--- config.mk ---
export PLATFORM = sky130hd
export DESIGN_NAME = tmc_lane
export DESIGN_NICKNAME = d
export VERILOG_FILES = /design/src/sv/tmc_pkg.sv /design/src/sv/tmc_lane.sv
export SDC_FILE = /design/constraint.sdc
export NUM_CORES = 2
export LEC_CHECK = 0
export BUFFER_PORTS_ARGS = -buffer_cell sky130_fd_sc_hd__buf_2
export CAP_MARGIN = 20
export CORE_UTILIZATION = 50
export DETAILED_ROUTE_END_ITERATION = 12
export PLACE_DENSITY = 0.74
export SLEW_MARGIN = 20
export SYNTH_ARGS = -nofsm -noshare
export SYNTH_HDL_FRONTEND = slang
export SYNTH_SLANG_ARGS = --single-unit
--- constraint.sdc ---
create_clock -name i_clk -period 7.59 [get_ports i_clk]
set_input_delay 1.1385 -clock i_clk [delete_from_list [all_inputs] [get_ports i_clk]]
set_output_delay 1.1385 -clock i_clk [all_outputs]
set_load 0.1 [all_outputs]
--- src/sv/tmc_pkg.sv ---
// ---------------------------------------------------------------------------
// tmc_pkg: shared types and constants for temperature mass compensation
// Widths, status and register codes, and lane/result records.
// ---------------------------------------------------------------------------
package tmc_pkg;

    localparam int SENSOR_COUNT = 4;
    localparam int LANE_STAGES  = 4;
    localparam int MERGE_STAGES = 6;
    localparam int PIPE_STAGES  = LANE_STAGES + MERGE_STAGES;

    localparam int TEMP_W  = 16;
    localparam int COEF_W  = 16;
    localparam int DIFF_W  = 15;  // |temp - ref| <= 13120 for in-range values
    localparam int SQ_W    = 2 * DIFF_W;
    localparam int LIN_W   = COEF_W + DIFF_W;
    localparam int QUAD_W  = COEF_W + SQ_W;
    localparam int TERM_W  = 47;
    localparam int ACC_W   = 49;
    localparam int MASS_W  = 40;
    localparam int OFF_W   = ACC_W - 20;
    localparam int SPAN_W  = ACC_W - 14;
    localparam int EFF_W   = 34;
    localparam int HALF_W  = MASS_W / 2;
    localparam int PART_W  = HALF_W + EFF_W;
    localparam int MAG_W   = 45;
    localparam int COR_W   = 47;
    localparam int TOT_W   = 48;
    localparam int VAL_W   = 40;
    localparam int CFG_W   = 64;
    localparam int CFG_IDX_W = 3;

    localparam logic signed [TEMP_W-1:0] TEMP_MIN = -16'sd3520;
    localparam logic signed [TEMP_W-1:0] TEMP_MAX = 16'sd9600;

    typedef enum logic [2:0] {
        ST_OK             = 3'd0,
        ST_NOT_CONFIGURED = 3'd1,
        ST_INVALID_MODEL  = 3'd2,
        ST_SENSOR_FAULT   = 3'd3,
        ST_VERIFY_FAILED  = 3'd4
    } t_status;

    typedef enum logic [CFG_IDX_W-1:0] {
        CFG_MODEL_READY = 3'd0,
        CFG_SENSOR_EN   = 3'd1,
        CFG_REF_TEMPS   = 3'd2,
        CFG_OFF_LIN     = 3'd3,
        CFG_OFF_QUAD    = 3'd4,
        CFG_SPAN_LIN    = 3'd5,
        CFG_SPAN_QUAD   = 3'd6
    } t_cfg_index;

    typedef struct packed {
        logic en;
        logic ref_bad;
        logic missing;
        logic oor;
    } t_lane_flags;

    typedef struct packed {
        t_lane_flags              flags;
        logic signed [TERM_W-1:0] off;
        logic signed [TERM_W-1:0] span;
    } t_lane_res;

    typedef struct packed {
        logic signed [VAL_W-1:0] total;
        logic signed [VAL_W-1:0] span;
        logic signed [VAL_W-1:0] off;
        logic signed [VAL_W-1:0] cor;
        t_status                 status;
    } t_result;

endpackage

--- src/sv/tmc_lane.sv ---
// ---------------------------------------------------------------------------
// tmc_lane: per-sensor correction terms
// Four-stage pipeline: difference, products, squared products, term sums.
// ---------------------------------------------------------------------------
module tmc_lane
    import tmc_pkg::*;
(
    input  logic                     i_clk,
    input  logic [LANE_STAGES-1:0]   i_ld,
    input  logic                     i_en,
    input  logic                     i_rd_valid,
    input  logic signed [TEMP_W-1:0] i_temp,
    input  logic signed [TEMP_W-1:0] i_ref,
    input  logic signed [COEF_W-1:0] i_a,
    input  logic signed [COEF_W-1:0] i_b,
    input  logic signed [COEF_W-1:0] i_c,
    input  logic signed [COEF_W-1:0] i_e,
    output t_lane_res                o_lane
);

    logic signed [TEMP_W:0]   n_diff;
    t_lane_flags              n_flags;
    t_lane_flags              r_flags [LANE_STAGES];
    logic signed [DIFF_W-1:0] r_d;
    logic signed [SQ_W-1:0]   r_d2;
    logic signed [LIN_W-1:0]  r_ad;
    logic signed [LIN_W-1:0]  r_cd;
    logic signed [LIN_W-1:0]  r_ad2;
    logic signed [LIN_W-1:0]  r_cd2;
    logic signed [QUAD_W-1:0] r_bd2;
    logic signed [QUAD_W-1:0] r_ed2;
    logic signed [TERM_W-1:0] n_off;
    logic signed [TERM_W-1:0] n_span;
    logic signed [TERM_W-1:0] r_off;
    logic signed [TERM_W-1:0] r_span;

    always_comb begin
        n_diff          = (TEMP_W+1)'(i_temp) - (TEMP_W+1)'(i_ref);
        n_flags.en      = i_en;
        n_flags.ref_bad = (i_ref < TEMP_MIN) || (i_ref > TEMP_MAX);
        n_flags.missing = !i_rd_valid;
        n_flags.oor     = (i_temp < TEMP_MIN) || (i_temp > TEMP_MAX);
    end

    // Drop the term of a disabled sensor so the merge can sum all lanes.
    always_comb begin
        if (r_flags[2].en) begin
            n_off  = (TERM_W'(r_ad2) <<< 14) + TERM_W'(r_bd2);
            n_span = (TERM_W'(r_cd2) <<< 14) + TERM_W'(r_ed2);
        end else begin
            n_off  = '0;
            n_span = '0;
        end
    end

    always_ff @(posedge i_clk) begin
        if (i_ld[0]) begin
            r_d        <= n_diff[DIFF_W-1:0];
            r_flags[0] <= n_flags;
        end
        if (i_ld[1]) begin
            r_d2       <= SQ_W'(r_d) * SQ_W'(r_d);
            r_ad       <= LIN_W'(i_a) * LIN_W'(r_d);
            r_cd       <= LIN_W'(i_c) * LIN_W'(r_d);
            r_flags[1] <= r_flags[0];
        end
        if (i_ld[2]) begin
            r_bd2      <= QUAD_W'(i_b) * QUAD_W'(r_d2);
            r_ed2      <= QUAD_W'(i_e) * QUAD_W'(r_d2);
            r_ad2      <= r_ad;
            r_cd2      <= r_cd;
            r_flags[2] <= r_flags[1];
        end
        if (i_ld[3]) begin
            r_off      <= n_off;
            r_span     <= n_span;
            r_flags[3] <= r_flags[2];
        end
    end

    assign o_lane.flags = r_flags[3];
    assign o_lane.off   = r_off;
    assign o_lane.span  = r_span;

endmodule

==> results.sh <==
export IMPL_cts_path_max_buffers=3
export IMPL_grt_overflow_total=0
export IMPL_syn2layout_area_growth_pct=9.718
export IMPL_max_freq_mhz=136.8
export IMPL_clkLatencyLatePin_ns=0.61
export IMPL_async_reset_ff_share_pct=0
export IMPL_fin_crit_sh_pct=96.34
export IMPL_reg2reg_slack_ns=0.28
export IMPL_grt_max_degree=95
export IMPL_yosysUniqueCellTypes=84
export IMPL_synthCells=7564
export IMPL_max_cap_violations=0
export IMPL_viasPerCell=5.357
export IMPL_htreeDepth=2
export IMPL_skew_ns=0.04969
export IMPL_n_fill_cell=12528
export IMPL_cts_buffers=42
export IMPL_io_pins=201
export IMPL_io_buffers=200
export IMPL_placementRows=140
export IMPL_yosys_warnings=0
export IMPL_cts_sinks=370
export IMPL_drc=0
export IMPL_wl_um=194100
export IMPL_clkTransAtPathRegs_ns=0.06
export IMPL_path_max_fanout=13
export IMPL_start_util_pct=50.52
export IMPL_synth_area_per_cell_um2=9.745
export IMPL_drive_gt1_share_pct=8.564
export IMPL_design_area_um2=80870
export IMPL_dr_pass1_iters=6
export IMPL_tightestPinTransition_ns=1.012
export IMPL_ant_nets=0
export IMPL_final_cell_mix="inv_1 (1834), fa_1 (1572), nand2_1 (955)"
export IMPL_nets=10120
export IMPL_ys_flop_type="edfxtp_1"
export IMPL_hpwl_um=161900
export IMPL_core_area_um2=145900
export IMPL_layout_commonest_cell="inv_1"
export IMPL_wl_per_cell_um=19.71
export IMPL_arrival_ns=7.66
export IMPL_first_global_vias=57980
export IMPL_holdPathStages=0
export IMPL_cts_tree="yes"
export IMPL_final_max_slew_viol_count=0
export IMPL_ys_seq_area_share_pct=15.07
export IMPL_start_kind="flip-flop"
export IMPL_min_path_type="reg2reg"
export IMPL_grtUsageTotal_pct=26.95
export IMPL_min_to="r_cd2[17]$_DFFE_PP_"
export IMPL_ff2ff_path_depth=21
export IMPL_criticalPathCategory="reg2reg"
export IMPL_status="complete, no violations"
export IMPL_grt_pass1_wl_um=310100
export IMPL_slew_headroom_pct=32.52
export IMPL_reg2reg_to="r_bd2[41]$_DFFE_PP_"
export IMPL_synth_enable_flop_cells=370
export IMPL_reg2reg_from="r_d2[20]$_DFFE_PP_"
export IMPL_min_from="r_cd[17]$_DFFE_PP_"
export IMPL_die_x_um=386.0
export IMPL_antenna_found_initial=18
export IMPL_end_kind="flip-flop"
export IMPL_cts_root_buf="clkbuf_16"
export IMPL_dieArea_um2=149000
export IMPL_postPlaceCellArea_um2=79170
export IMPL_gp_congestion=0.9521
export IMPL_vias=52753
export IMPL_netlist_area_um2=73710
export IMPL_die_h_um=386.0
export IMPL_rsz0062_at_grt="false"
export IMPL_drt_iter0_drc=3693
export IMPL_required_ns=7.93
export IMPL_setup_viol=0
export IMPL_timing_final_crit_period_ns=7.312
export IMPL_ys_ff_latch=370
export IMPL_hold_viol_final=0
-- critical path: stages, from the launching register on --
cell       delay (ns)
edfxtp_1         0.91
buf_4            0.27
nand2_1          0.08
fa_1             0.55
fa_1             0.53
fa_1             0.51
inv_1            0.05
fa_1             0.50
fa_1             0.49
inv_1            0.05
fa_1             0.47
inv_1            0.04
ha_1             0.34
a21o_1           0.18
a211oi_1         0.44
nor2_1           0.12
a2111oi_2        0.28
a21oi_1          0.17
o31a_1           0.33
or2_2            0.32
a31o_2           0.26
xor2_1           0.14
-- Yosys cell counts, types with 16 or more instances --
cell	count	area (µm²)
inv_1	1834	6884
fa_1	1572	31470
nand2_1	955	3585
and2_1	619	3872
ha_1	559	6994
edfxtp_1	370	11110
clkbuf_1	298	1119
nor2_1	239	897.1
xnor2_1	181	1585
a21oi_1	177	885.9
o21ai_0	102	510.5
a21o_1	88	660.6
xor2_1	63	551.8
nand2b_1	57	356.6
nand3_1	51	255.2
nor3_1	39	195.2
o21a_1	36	270.3
a211oi_1	32	240.2
nor2b_1	29	181.4
o21bai_1	28	210.2
and3_1	25	156.4
a31oi_1	20	125.1
nand4_1	17	106.4
or3_1	16	100.1
-- logic make-up (layout without fill, tap and decap cells) --
| kind of cell | count (synthesis) | after routing | share of synthesized area [%] |
|---|---|---|---|
| other cells | 2 | 27 | 0.01019 |
| buf+inv | 2139 | 2480 | 10.89 |
| flops | 370 | 370 | 15.07 |
| simple gates | 2081 | 2081 | 13.49 |
| mux | 3 | 3 | 0.04074 |
| compound gates | 594 | 594 | 5.403 |
| xor+xnor | 244 | 244 | 2.899 |
| fa+ha+maj | 2131 | 2131 | 52.18 |
-- worst max path at each step --
stage,from,end,slack [ns],cells past startpoint
6_report,r_d2[20]$_DFFE_PP_,r_bd2[41]$_DFFE_PP_,0.28,21
5_1_grt,r_d[5]$_DFFE_PP_,r_d2[28]$_DFFE_PP_,0.04,24
4_1_cts,r_d2[11]$_DFFE_PP_,r_bd2[42]$_DFFE_PP_,0.05,25
3_5_place_dp,i_b[10],r_bd2[42]$_DFFE_PP_,-0.50,25
3_3_place_gp,i_b[8],r_bd2[42]$_DFFE_PP_,-0.41,26
2_1_floorplan,i_b[7],r_bd2[41]$_DFFE_PP_,0.13,23
-- registers in the layout, indices dropped and copies added, names as in the netlist --
signal,cells
r_flags,16
r_span,47
r_d2,29
r_d,15
r_ed2,46
r_bd2,46
r_ad2,31
r_cd2,31
r_ad,31
r_off,47
r_cd,31
-- layout make-up --
type,instances,area (µm²),share of cell area (%)
Multi-Input combinational cell,5067,54620,67.54
Sequential cell,370,11110,13.74
Inverter,1836,6892,8.522
Timing Repair Buffer,569,4295,5.311
Tap cell,1917,2399,2.966
Clock buffer,47,1070,1.323
Clock inverter,28,449.2,0.5554
Antenna cell,13,32.53,0.04023
-- per-layer routing --
layer	up-vias	share of wire, %	track usage (%)
met4	6	6.0	14.02
li1	23272	-	-
met2	2081	48	45.15
met1	26937	39	33.84
met5	-	0.020	0
met3	457	7.1	3.988
-- per-stage QoR --
| stage | hold WS (ns) | setup slack (ns) | utilization [%] | TNS [ns] | instances |
|---|---|---|---|---|---|
| 2_1_floorplan | 0.4003 | 0.1305 | - | 0 | 7576 |
| 3_3_place_gp | 0.4010 | -0.4109 | 54.25 | -2.160 | 9748 |
| 3_5_place_dp | 0.4045 | -0.5028 | 54.25 | -3.554 | 9748 |
| 4_1_cts | 0.4056 | 0.04987 | 55.30 | 0 | 9823 |
| 5_1_grt | 0.4189 | 0.04023 | 55.42 | 0 | 9843 |
| 6_report | 0.3939 | 0.2779 | 55.42 | 0 | 9847 |
-- repair_timing --
item | CTS | global route
resized for setup | 0 | 2
setup endpoints to repair | 0 | 8
endpoints found under the hold margin | 0 | 0
setup buffers | 0 | 11
hold buffers | 0 | 0
Power is left out: the tool's default activity adds up to more than one toggle a clock period on the data nets, which glitch-free logic cannot reach.
