<file path="config.mk">
export PLATFORM = sky130hd
export DESIGN_NAME = tmc_merge
export DESIGN_NICKNAME = d
export VERILOG_FILES = /design/src/sv/tmc_pkg.sv /design/src/sv/tmc_merge.sv
export SDC_FILE = /design/constraint.sdc
export NUM_CORES = 2
export LEC_CHECK = 0
export ABC_AREA = 0
export BUFFER_PORTS_ARGS = -buffer_cell sky130_fd_sc_hd__buf_2
export CORE_MARGIN = 2
export CORE_UTILIZATION = 35
export CTS_BUF_LIST = sky130_fd_sc_hd__clkbuf_16
export DETAILED_ROUTE_END_ITERATION = 12
export GPL_ROUTABILITY_DRIVEN = 0
export SLEW_MARGIN = 20
export SYNTH_ARGS = -nofsm -noshare
export SYNTH_HDL_FRONTEND = slang
export SYNTH_SLANG_ARGS = --single-unit
</file>
<file path="constraint.sdc">
create_clock -name i_clk -period 8.3 [get_ports i_clk]
set_clock_uncertainty 0.15 [all_clocks]
set_input_delay 0.83 -clock i_clk [delete_from_list [all_inputs] [get_ports i_clk]]
set_output_delay 0.83 -clock i_clk [all_outputs]
set_load 0.05 [all_outputs]
</file>
<file path="src/sv/tmc_pkg.sv">
// ---------------------------------------------------------------------------
// tmc_pkg: shared types and constants for temperature mass compensation
// Widths, status and register codes, and lane/result records.
// ---------------------------------------------------------------------------
package tmc_pkg;

    localparam int SENSOR_COUNT = 4;
    localparam int LANE_STAGES  = 4;
    localparam int MERGE_STAGES = 6;
    localparam int PIPE_STAGES  = LANE_STAGES + MERGE_STAGES;

    localparam int TEMP_W  = 16;
    localparam int COEF_W  = 16;
    localparam int DIFF_W  = 15;  // |temp - ref| <= 13120 for in-range values
    localparam int SQ_W    = 2 * DIFF_W;
    localparam int LIN_W   = COEF_W + DIFF_W;
    localparam int QUAD_W  = COEF_W + SQ_W;
    localparam int TERM_W  = 47;
    localparam int ACC_W   = 49;
    localparam int MASS_W  = 40;
    localparam int OFF_W   = ACC_W - 20;
    localparam int SPAN_W  = ACC_W - 14;
    localparam int EFF_W   = 34;
    localparam int HALF_W  = MASS_W / 2;
    localparam int PART_W  = HALF_W + EFF_W;
    localparam int MAG_W   = 45;
    localparam int COR_W   = 47;
    localparam int TOT_W   = 48;
    localparam int VAL_W   = 40;
    localparam int CFG_W   = 64;
    localparam int CFG_IDX_W = 3;

    localparam logic signed [TEMP_W-1:0] TEMP_MIN = -16'sd3520;
    localparam logic signed [TEMP_W-1:0] TEMP_MAX = 16'sd9600;

    typedef enum logic [2:0] {
        ST_OK             = 3'd0,
        ST_NOT_CONFIGURED = 3'd1,
        ST_INVALID_MODEL  = 3'd2,
        ST_SENSOR_FAULT   = 3'd3,
        ST_VERIFY_FAILED  = 3'd4
    } t_status;

    typedef enum logic [CFG_IDX_W-1:0] {
        CFG_MODEL_READY = 3'd0,
        CFG_SENSOR_EN   = 3'd1,
        CFG_REF_TEMPS   = 3'd2,
        CFG_OFF_LIN     = 3'd3,
        CFG_OFF_QUAD    = 3'd4,
        CFG_SPAN_LIN    = 3'd5,
        CFG_SPAN_QUAD   = 3'd6
    } t_cfg_index;

    typedef struct packed {
        logic en;
        logic ref_bad;
        logic missing;
        logic oor;
    } t_lane_flags;

    typedef struct packed {
        t_lane_flags              flags;
        logic signed [TERM_W-1:0] off;
        logic signed [TERM_W-1:0] span;
    } t_lane_res;

    typedef struct packed {
        logic signed [VAL_W-1:0] total;
        logic signed [VAL_W-1:0] span;
        logic signed [VAL_W-1:0] off;
        logic signed [VAL_W-1:0] cor;
        t_status                 status;
    } t_result;

endpackage

</file>
<file path="src/sv/tmc_merge.sv">
// ---------------------------------------------------------------------------
// tmc_merge: lane merge, rounding and mass scaling
// Sums lane terms, decides status, scales the mass and checks range.
// ---------------------------------------------------------------------------
module tmc_merge
    import tmc_pkg::*;
(
    input  logic                          i_clk,
    input  logic [MERGE_STAGES-1:0]       i_ld,
    input  logic                          i_model_ready,
    input  t_lane_res [SENSOR_COUNT-1:0]  i_lane,
    input  logic signed [MASS_W-1:0]      i_mass,
    output t_result                       o_res
);

    localparam logic signed [ACC_W-1:0] HALF_OFF  = ACC_W'(1) <<< 19;
    localparam logic signed [ACC_W-1:0] HALF_SPAN = ACC_W'(1) <<< 13;
    localparam logic signed [SPAN_W:0]  ONE_SPAN  = (SPAN_W+1)'(1) <<< 30;
    localparam logic [PART_W+HALF_W:0]  HALF_MAG  = (PART_W+HALF_W+1)'(1) << 29;
    localparam logic signed [TOT_W-1:0] LIM40     = TOT_W'(1) <<< 39;

    // stage 1: status and lane sums
    t_status                  n_stat1;
    logic signed [ACC_W-1:0]  n_off_acc;
    logic signed [ACC_W-1:0]  n_span_acc;
    t_status                  r_stat1;
    logic signed [ACC_W-1:0]  r_off_acc;
    logic signed [ACC_W-1:0]  r_span_acc;
    logic signed [MASS_W-1:0] r_mass1;

    // stage 2: rounding, effective span, mass magnitude
    logic signed [ACC_W-1:0]  n_off_rnd;
    logic signed [ACC_W-1:0]  n_span_rnd;
    logic signed [SPAN_W:0]   n_eff;
    logic [MASS_W-1:0]        n_um;
    t_status                  r_stat2;
    logic signed [OFF_W-1:0]  r_off2;
    logic signed [SPAN_W-1:0] r_span2;
    logic [EFF_W-1:0]         r_eff2;
    logic [MASS_W-1:0]        r_um2;
    logic                     r_neg2;
    logic signed [MASS_W-1:0] r_mass2;

    // stage 3: partial products
    logic [PART_W-1:0]        r_pa;
    logic [PART_W-1:0]        r_pb;
    t_status                  r_stat3;
    logic signed [OFF_W-1:0]  r_off3;
    logic signed [SPAN_W-1:0] r_span3;
    logic                     r_neg3;
    logic signed [MASS_W-1:0] r_mass3;

    // stage 4: rounded magnitude
    logic [PART_W+HALF_W:0]   n_psum;
    logic [MAG_W-1:0]         r_mag;
    t_status                  r_stat4;
    logic signed [OFF_W-1:0]  r_off4;
    logic signed [SPAN_W-1:0] r_span4;
    logic                     r_neg4;
    logic signed [MASS_W-1:0] r_mass4;

    // stage 5: corrected mass
    logic signed [COR_W-1:0]  n_mag_s;
    logic signed [COR_W-1:0]  r_cor;
    t_status                  r_stat5;
    logic signed [OFF_W-1:0]  r_off5;
    logic signed [SPAN_W-1:0] r_span5;
    logic signed [MASS_W-1:0] r_mass5;

    // stage 6: range check and output
    logic signed [TOT_W-1:0]  n_total;
    logic signed [TOT_W-1:0]  n_cor_w;
    logic                     n_ovf;
    t_result                  n_res;
    t_result                  r_res;

    always_comb begin
        logic found;
        logic any_en;
        logic ref_bad;
        found      = 1'b0;
        any_en     = 1'b0;
        ref_bad    = 1'b0;
        n_stat1    = ST_OK;
        n_off_acc  = '0;
        n_span_acc = '0;
        for (int i = 0; i < SENSOR_COUNT; i++) begin
            n_off_acc  = n_off_acc + ACC_W'(i_lane[i].off);
            n_span_acc = n_span_acc + ACC_W'(i_lane[i].span);
            if (i_lane[i].flags.en) begin
                any_en = 1'b1;
                if (i_lane[i].flags.ref_bad) begin
                    ref_bad = 1'b1;
                end
            end
        end
        // First enabled sensor with a missing or out-of-range reading decides.
        for (int i = 0; i < SENSOR_COUNT; i++) begin
            if (!found && i_lane[i].flags.en) begin
                if (i_lane[i].flags.missing) begin
                    found   = 1'b1;
                    n_stat1 = ST_NOT_CONFIGURED;
                end else if (i_lane[i].flags.oor) begin
                    found   = 1'b1;
                    n_stat1 = ST_SENSOR_FAULT;
                end
            end
        end
        priority if (!i_model_ready) begin
            n_stat1 = ST_NOT_CONFIGURED;
        end else if (ref_bad) begin
            n_stat1 = ST_INVALID_MODEL;
        end else if (!any_en) begin
            n_stat1 = ST_NOT_CONFIGURED;
        end else begin
            n_stat1 = n_stat1;
        end
    end

    // Round half away from zero: bias by half, less one for negatives.
    always_comb begin
        n_off_rnd  = (r_off_acc + HALF_OFF
                   - ACC_W'($signed({1'b0, r_off_acc[ACC_W-1]}))) >>> 20;
        n_span_rnd = (r_span_acc + HALF_SPAN
                   - ACC_W'($signed({1'b0, r_span_acc[ACC_W-1]}))) >>> 14;
        n_eff      = (SPAN_W+1)'(n_span_rnd) + ONE_SPAN;
        n_um       = r_mass1[MASS_W-1] ? MASS_W'(-r_mass1) : MASS_W'(r_mass1);
    end

    always_comb begin
        n_psum  = ((PART_W+HALF_W+1)'(r_pa) << HALF_W) + (PART_W+HALF_W+1)'(r_pb)
                + HALF_MAG;
        n_mag_s = $signed({{(COR_W-MAG_W){1'b0}}, r_mag});
    end

    always_comb begin
        n_cor_w = TOT_W'(r_cor);
        n_total = n_cor_w - TOT_W'(r_mass5);
        n_ovf   = (n_cor_w < -LIM40) || (n_cor_w >= LIM40)
               || (n_total < -LIM40) || (n_total >= LIM40);
        if (r_stat5 == ST_OK && n_ovf) begin
            n_res.status = ST_VERIFY_FAILED;
        end else begin
            n_res.status = r_stat5;
        end
        if (n_res.status == ST_OK) begin
            n_res.cor   = r_cor[VAL_W-1:0];
            n_res.off   = VAL_W'(r_off5);
            n_res.span  = VAL_W'(r_span5);
            n_res.total = n_total[VAL_W-1:0];
        end else begin
            n_res.cor   = '0;
            n_res.off   = '0;
            n_res.span  = '0;
            n_res.total = '0;
        end
    end

    always_ff @(posedge i_clk) begin
        if (i_ld[0]) begin
            r_stat1    <= n_stat1;
            r_off_acc  <= n_off_acc;
            r_span_acc <= n_span_acc;
            r_mass1    <= i_mass;
        end
        if (i_ld[1]) begin
            if (r_stat1 == ST_OK && (n_eff[SPAN_W] || n_eff == '0)) begin
                r_stat2 <= ST_VERIFY_FAILED;
            end else begin
                r_stat2 <= r_stat1;
            end
            r_off2  <= n_off_rnd[OFF_W-1:0];
            r_span2 <= n_span_rnd[SPAN_W-1:0];
            r_eff2  <= n_eff[EFF_W-1:0];
            r_um2   <= n_um;
            r_neg2  <= r_mass1[MASS_W-1];
            r_mass2 <= r_mass1;
        end
        if (i_ld[2]) begin
            r_pa    <= PART_W'(r_um2[MASS_W-1:HALF_W]) * PART_W'(r_eff2);
            r_pb    <= PART_W'(r_um2[HALF_W-1:0]) * PART_W'(r_eff2);
            r_stat3 <= r_stat2;
            r_off3  <= r_off2;
            r_span3 <= r_span2;
            r_neg3  <= r_neg2;
            r_mass3 <= r_mass2;
        end
        if (i_ld[3]) begin
            r_mag   <= n_psum[MAG_W+29:30];
            r_stat4 <= r_stat3;
            r_off4  <= r_off3;
            r_span4 <= r_span3;
            r_neg4  <= r_neg3;
            r_mass4 <= r_mass3;
        end
        if (i_ld[4]) begin
            r_cor   <= (r_neg4 ? -n_mag_s : n_mag_s) + COR_W'(r_off4);
            r_stat5 <= r_stat4;
            r_off5  <= r_off4;
            r_span5 <= r_span4;
            r_mass5 <= r_mass4;
        end
        if (i_ld[5]) begin
            r_res <= n_res;
        end
    end

    assign o_res = r_res;

endmodule

</file>
==> flow_summary.toml <==
[floorplan]
start_util = 0.351
core_um2 = 265000
rows = 189
dieArea_um2 = 270000
ios = 603
die_h_um = 520
die_w_um = 520

[route]
wire_per_inst_um = 20.3
drt.antenna.violating_nets = 0
vias = 65200
drt_iter0_drc = 4919
viasPerCell = 5.05
drc_errors = 0
dr.pass1.iters = 6
wl_um = 263000

[grt]
grt.overflow.total = 0
grt_pass1_wl_um = 405000
antenna_found_initial = 17
grt_pass1_vias = 69200
grt_max_degree = 127
grt_util_all_layers = 0.195

[timing]
setup_viol = 0
worst_slack_ps = 249
rsz0062_at_grt = "yes"
fin_setup_tns_ps = 0
fin_crit_ps = 8050
max-slew-margin-rel = 0.283
hold_violations = 0
worstMarginPinSlew_ps = 1070
fmax_mhz = 124
slew_viol_final = 0
period_share = 0.970

[placed_design]
io_buffers = 602
hpwlAfterDp_um = 209000
pre_cts_slack_ps = 15.2

[clocking]
ctsHoldBuffers = 0
cts_root_buf = "clkbuf_16"
cts-buffers-inserted = 98
cts_tree = "yes"
worstSkewPairLatency_ps = 760
htreeDepth = 3
cts.reportedPaths.clkPinSlew_ps = 70
clockBufferDepth = 3
cts.sinks = 938

[logic_synthesis]
syn_nets = 11100
synth_seq_cells = 938
yosysSeqAreaShare = 0.303
synth.avg_cell_area_um2 = 10.8
ys.flop_type = "edfxtp_1"
synth_area_um2 = 93100
synth-async-reset-ratio = 0
synthDistinctLibCells = 87
synth_edf_count = 938
synthCells = 8641
yosysWarnings = 0

[run_status]
status = "complete, no violations"

[worst_setup_path]
crit_slowest_cell = "fa_1"
worstPathRequired_ps = 8650
worst_path_most_repeated_cell = "fa_1"
worstPathMaxFanout = 16
path_class = "reg -> reg"
start_kind = "flop"
arrival_ps = 8410
max_stage_delay_ps = 540
critPathCaptureType = "flop"

[finish]
nets = 11800
syn2layout_area_growth_pct = 13.6
final_layout_size_suffix_gt1_frac = 0.118

[job]
max_cap_viol_count = 0

[hold_path]
hp-class = "in -> reg"
## area by class of cell
cell class	count	area, µm²
timing repair buffer	917	6290
antenna	11	27.5
clock inverter	78	865
sequential	938	28200
clock buffer	99	2480
fill	25600	159000
multi-input combinational	5935	58200
inverter	1413	5300
tap	3533	4420
## cell usage in the layout (no fill, tap or decap), types with 40 or more instances in the layout
cell type,instances
inv_1,1422
fa_1,1335
nand2_1,955
edfxtp_1,938
and2_1,773
ha_1,679
buf_2,596
xnor2_1,306
a21oi_1,305
buf_4,242
nor2_1,214
a21o_1,200
o21ai_0,184
xor2_1,107
clkbuf_16,99
nand3_1,81
buf_12,69
nor3_1,68
o21a_1,68
nand2b_1,56
and3_1,52
a31oi_1,51
nor2b_1,49
nand4_1,46
o31ai_1,40
o21bai_1,40
## worst max-delay path, delay by kind of cell, from the launching register on
| kind | cells | cell delay, ps |
|---|---|---|
| AOI/OAI and AO/OA | 9 | 2250 |
| and+or+nand+nor | 2 | 370 |
| DFF | 1 | 420 |
| adders and majority gates | 8 | 3760 |
| xor gates and xnor gates | 1 | 130 |
| buffers and inverters | 7 | 690 |
## cell families (layout without fill, tap and decap cells)
logic type,count (synthesis),count (layout),share of synthesized area
other cells,0,11,0
flops,938,938,0.303
mux,4,4,0.000430
compound gates,1096,1096,0.0773
simple gates,2408,2408,0.130
fa+ha+maj,2014,2014,0.378
xor+xnor,413,413,0.0389
buf+inv,1768,2507,0.0726
## through the flow
step           cell area [µm²]   util  hold WS, ps  std cells
6_report                106000  0.399          107      12900
5_1_grt                 106000  0.399         62.8      12900
4_1_cts                 105000  0.398         34.6      12900
3_5_place_dp            102000  0.385          255      12700
3_3_place_gp            102000  0.385          250      12700
2_1_floorplan            93100      -          250       8641
## layer usage
metal / track usage / vias to the layer above / share of wire
met1: 0.261 / 32900 / 0.42
met4: 0.0768 / 4 / 0.043
met3: 0.0365 / 493 / 0.077
li1: - / 29300 / -
met5: 0 / - / 0.00013
met2: 0.311 / 2501 / 0.46
## path summary, 6_finish.rpt
| check | cells past startpoint | startpoint | end | slack, ps |
|---|---|---|---|---|
| min reg2reg | 0 | r_span2[33] | r_span3[33] | 240 |
| min | 1 | i_mass[20] | r_mass1[20] | 110 |
| max reg2reg | 27 | r_span2[9] | r_pb[53] | 250 |
| max | 27 | r_span2[9] | r_pb[53] | 250 |
## state kept, by name, indices dropped and copies added, names as in the netlist, 34 cells and up
| register | flops |
|---|---|
| r_span4 | 35 |
| r_mass3 | 39 |
| r_mass4 | 39 |
| r_span_acc | 49 |
| r_um2 | 40 |
| r_mag | 45 |
| r_mass1 | 40 |
| r_pa | 54 |
| r_mass2 | 38 |
| r_span3 | 35 |
| r_span2 | 35 |
| r_mass5 | 40 |
| r_span5 | 35 |
| r_pb | 34 |
| r_off_acc | 49 |
| o_res | 147 |
| r_cor | 47 |
## what timing repair did
action / CTS / global route
buffers inserted: 0 / 26
setup endpoints to repair: 0 / 26
gates resized for setup: 0 / 10
## cell usage after synthesis, types with 40 or more instances
cell | n | area, µm²
a21oi_1 | 307 | 1540
nand2b_1 | 56 | 350
nor2_1 | 215 | 807
nand4_1 | 46 | 288
nor2b_1 | 49 | 307
o21a_1 | 68 | 510
nor3_1 | 68 | 340
edfxtp_1 | 938 | 28200
xnor2_1 | 306 | 2680
xor2_1 | 107 | 937
o21ai_0 | 186 | 931
and3_1 | 52 | 325
inv_1 | 1413 | 5300
o31ai_1 | 41 | 308
nand3_1 | 81 | 405
clkbuf_1 | 324 | 1220
a31oi_1 | 51 | 319
fa_1 | 1335 | 26700
nand2_1 | 955 | 3580
a21o_1 | 200 | 1500
and2_1 | 773 | 4840
o21bai_1 | 40 | 300
ha_1 | 679 | 8500
Power is not shown: default switching activity piles up to over one toggle a cycle in this logic, so the estimate is an artifact.
